===== config.mk =====
export PLATFORM = sky130hd
export DESIGN_NAME = nosc_store
export DESIGN_NICKNAME = d
export VERILOG_FILES = /design/src/hdl/nosc_pkg.sv /design/src/hdl/nosc_store.sv
export SDC_FILE = /design/constraint.sdc
export NUM_CORES = 2
export LEC_CHECK = 0
export BUFFER_PORTS_ARGS = -buffer_cell sky130_fd_sc_hd__buf_2
export CAP_MARGIN = 15
export CORE_MARGIN = 2
export CORE_UTILIZATION = 60
export CTS_CLUSTER_DIAMETER = 40
export DETAILED_ROUTE_END_ITERATION = 8
export PLACE_DENSITY = 0.76
export SLEW_MARGIN = 20
export SYNTH_ARGS = -nofsm -noshare
export SYNTH_HDL_FRONTEND = slang
export SYNTH_SLANG_ARGS = --single-unit

===== constraint.sdc =====
create_clock -name clk -period 7.15 [get_ports clk]
set_clock_uncertainty 0.05 [all_clocks]
set_input_delay 1.43 -clock clk [delete_from_list [all_inputs] [get_ports clk]]
set_output_delay 1.43 -clock clk [all_outputs]
set_load 0.01 [all_outputs]

===== src/hdl/nosc_pkg.sv =====
package nosc_pkg;

	// signed order code: -1, 0, +1
	typedef logic signed [1:0] order_t;

	localparam order_t ORD_LT = 2'sb11;
	localparam order_t ORD_EQ = 2'sb00;
	localparam order_t ORD_GT = 2'sb01;

	localparam logic [7:0] CH_ZERO  = 8'h30;
	localparam logic [7:0] CH_NINE  = 8'h39;
	localparam logic [7:0] CH_LOW_A = 8'h61;
	localparam logic [7:0] CH_LOW_Z = 8'h7a;
	localparam logic [7:0] CASE_OFS = 8'h20;

	// compare sequencer states
	typedef enum logic [4:0] {
		S_IDLE  = 5'b00001,
		S_PRIME = 5'b00010,
		S_ZERO  = 5'b00100,
		S_DIGIT = 5'b01000,
		S_PLAIN = 5'b10000
	} state_t;

	function automatic logic is_digit(input logic [7:0] c);
		return (c >= CH_ZERO) && (c <= CH_NINE);
	endfunction

	function automatic logic [7:0] upper_ascii(input logic [7:0] c);
		if ((c >= CH_LOW_A) && (c <= CH_LOW_Z)) begin
			return c - CASE_OFS;
		end
		return c;
	endfunction

	// unsigned byte compare reduced to its sign
	function automatic order_t cmp_byte(input logic [7:0] x, input logic [7:0] y);
		if (x < y) begin
			return ORD_LT;
		end
		if (x > y) begin
			return ORD_GT;
		end
		return ORD_EQ;
	endfunction

endpackage


===== src/hdl/nosc_store.sv =====
// Character store: one write port, one read port, registered read data
module nosc_store
	import nosc_pkg::*;
#(
	parameter int DEPTH = 256,
	parameter int AW    = 8
) (
	input  logic          clk,
	input  logic          we,
	input  logic [AW-1:0] waddr,
	input  logic [7:0]    wdata,
	input  logic [AW-1:0] raddr,
	output logic [7:0]    rdata
);

	logic [7:0] mem [DEPTH];
	logic [7:0] rdata_q;

	// write port
	always_ff @(posedge clk) begin
		if (we) begin
			mem[waddr] <= wdata;
		end
	end

	// read port, registered
	always_ff @(posedge clk) begin
		rdata_q <= mem[raddr];
	end

	assign rdata = rdata_q;

endmodule

After elaboration in Yosys (flattened, before gate mapping):

Memories as Yosys holds them, arrays and structs flattened. A register that Yosys moved wholly into a read port is not among the register bits.
Cells that the tools add are included.

* bits in registers: 0
* bits in writable memories: 2048
* input port bits: 26
* logic and storage cells: 3
* memories kept: 1

* muxes and demuxes: 2

Memory list
* mem: words 256, bits a word 8, rd ports 1, clocked after Yosys merged registers in 1, wr ports 1, RTL line nosc_store.sv:16 `logic [7:0] mem [DEPTH];`

Operators by type and width (number)
* 1-bit two-way mux: 2

Depth between registers and ports, before layout:

* depth after elaboration: 2
* depth in mapped cells: 11
* gate-level depth less buffers: 6

Worst setup path after synthesis:

Ideal clock, no wire load.

* path type: input to register
* start point: input port raddr[0]
* end point: register rdata_q[2] (netlist: rdata[2]), read port of mem
* data arrival time: 3.237 ns
* required time: 6.969 ns
* path slack: 3.732 ns
* stages: 9
* buffers on the path: 4
* path through: buf_6 > buf_12 > buf_8 > buf_2 > mux4_2 > a22oi_1 > a21oi_1 > nor4_1 > nor4_2

RTL lines
* start, declared: RTL line nosc_store.sv:12 `input logic [AW-1:0] raddr,`
* end, declared: RTL line nosc_store.sv:17 `logic [7:0] rdata_q;`

==> out/qor.yml <==
max_freq_mhz: 233
place.gp.congestion: 0.860
hp-class: "input pin to flop"
cts_hold_buffers: 0
slew_headroom_pct: 16.2
io_pins: 34
synth_async_sr_flop_share_pct: 0
syn_to_final_growth_pct: 11.7
status: "finished, final reports clean"
io_buffers: 33
die_area_mm2: 0.136
track_usage_pct: 29.0
hpwl_um: 113000
end_kind: "flop"
r2r-end: "rdata[5]"
cp.required_ns: 7.85
intPower_mw: 20.4
layout.cells.non_filler: 5779
vias: 40000
rsz0062_at_grt: "no"
clkPwrFrac_pct: 44.5
htreeDepth: 4
synth_warnings: 0
critPathCapture: "rdata[1]"
drive_above_1_share_pct: 23.4
antenna_found_initial: 12
period_needed_ns: 4.30
synth-edff-count: 2048
initial_core_util_pct: 60.5
drt_iter0_drc: 6495
arrival_ns: 5.00
ys_seq_area_share_pct: 77.5
first_pass_iters: 6
final_common_cell: "edfxtp_1"
cts_made_buffers: 218
vdd_ir_drop_max_v: 0.000301
synthCells: 3733
syn_area_per_cell_um2: 21.3
clock-sinks: 2056
syn-cell-area_mm2: 0.0796
clock_path_buffers: 3
fp.dieW_um: 368
r2r_start: "mem[82][5]"
reg2reg_setup_slack_ns: 4.27
combPwrFrac_pct: 4.5
synth_fp_nets: 3759
crit_start: "raddr[2]"
cts_setup_buffers: 0
switching_share_pct: 21.9
post-route-period-util_pct: 60.1
drt-total-wl_um: 195000
final_nets: 3863
setup_violations: 0
crit_fanout: 37
ant_nets: 0
rows: 133
vias_per_cell: 6.92
clk_pin_slew_worst_paths_ns: 0.06
slew_viol_final: 0
grt_pass1_wl_um: 282000
root_buffer: "clkbuf_16"
ff2ff_path_depth: 6
grt_max_degree: 147
insertion_delay_ns: 0.86
synth_cell_type_count: 55
dieHeight_um: 368
layout_common_cells: "edfxtp_1 (2048), mux4_2 (454), nor2_1 (277), clkbuf_16 (218), mux2i_1 (134)"
fill_cells: 7869
max-cap-violations: 0
seqCellArea_mm2: 0.0617
cts_resized: 0
yosys_most_used_dff: "edfxtp_1"
tns_ns: 0
powerDensity_mw_per_mm2: 293
cts_tree: "built"
multiInputGateArea_mm2: 0.0165
cp-start-kind: "input pin"
hold_violations: 0
grt_pass1_vias: 39900
grt_overflow: 0
p_leak_nw: 27.5
ys_seq_elements: 2056
worst_pin_slew_ns: 1.25
crit_type: "input pin to flop"
routedWlPerCell_um: 33.7
hp-start: "wdata[0]"
dp.cells: 5372
power.switching_mw: 5.70
drc: 0
fp.coreArea_mm2: 0.131
seqPwrFrac_pct: 51.1
[how the worst min path moves through the flow]
stage                      end  cells past startpoint  slack [ns]
finish              mem[68][0]                      1        0.97
global route        mem[68][0]                      1        0.97
CTS                 mem[68][0]                      1        0.94
detailed placement    rdata[5]                      6        0.98
global placement      rdata[5]                      6        0.93
floorplan             rdata[3]                      6        0.72
[worst max-delay path, stage by stage]
cell      delay (ns)
buf_4           0.24
buf_4           0.65
nand3b_1        0.78
o221ai_1        0.50
a21oi_1         0.12
a21oi_1         0.61
nor3_1          0.28
nor4_1          0.32
[metal layers]
metal	up-vias	GRT usage, %	wire length, um
li1	15900	-	-
met1	20800	40.5	70100
met2	2790	45.2	93600
met3	466	6.62	23000
met4	10	11.5	8170
met5	-	0	68
[kinds of logic after synthesis]
logic type / synth area share [%]
flip-flops: 77.5
multiplexers: 14.6
AND/OR/NAND/NOR: 2.63
AO/OA/AOI/OAI: 3.42
buffers and inverters: 1.83
[flip-flops by register name, indices dropped and copies added (netlist names)]
name and count:
mem 2048, rdata 8
[metrics by stage]
step	hold WS, ns	utilization [%]	power [mW]	setup WS (ns)	cell area, um^2
finish	0.975	67.6	26.1	2.85	88900
floorplan	0.720	-	14.2	3.73	79600
CTS	0.938	67.6	26.1	2.83	88800
global placement	0.930	61.9	14.7	1.96	81400
global route	0.975	67.6	26.6	2.63	88800
detailed placement	0.978	61.9	14.7	2.03	81400
[power by group through the flow]
stage | combinational (mW) | sequential (mW) | clock, mW
after floorplan | 0.645 | 13.6 | 0
after global placement | 1.11 | 13.6 | 0
after detailed placement | 1.13 | 13.6 | 0
after CTS | 1.15 | 13.3 | 11.6
after global routing | 1.21 | 13.3 | 12.1
final | 1.16 | 13.3 | 11.6
[Yosys cell counts, types with 3 or more instances]
master	n	area, um^2
edfxtp_1	2048	61500
mux4_2	454	10200
nor2_1	282	1060
mux2i_1	134	1340
a22oi_1	133	998
clkbuf_1	111	417
a21oi_1	96	480
o221ai_1	46	403
nand3_1	34	170
nand2_1	33	124
buf_2	31	155
nor2b_1	31	194
o22ai_1	28	175
buf_4	27	203
nor4_1	24	150
buf_1	22	82.6
nor3_1	22	110
buf_6	21	236
a211oi_1	16	120
a221oi_1	13	114
buf_8	13	195
nand4_1	10	62.6
o211ai_1	10	75.1
o21ai_0	10	50.1
a22o_1	8	70.1
buf_12	8	160
dfxtp_1	8	160
nand2b_1	8	50.1
and2_1	6	37.5
o22a_1	5	43.8
o32ai_1	4	35.0
or2_2	4	25.0
nor4_2	3	37.5
[layout make-up]
type / instances / area share, %
clock buffers: 240 / 6.23
flip-flops and latches: 2056 / 69.4
well taps: 1755 / 2.47
multi-input cells: 1442 / 18.6
diodes: 4 / 0.0113
inverters: 2 / 0.00845
clock inverters: 163 / 2.14
repair buffers: 117 / 1.16
Note: power is estimated with default switching activity, not from simulation.
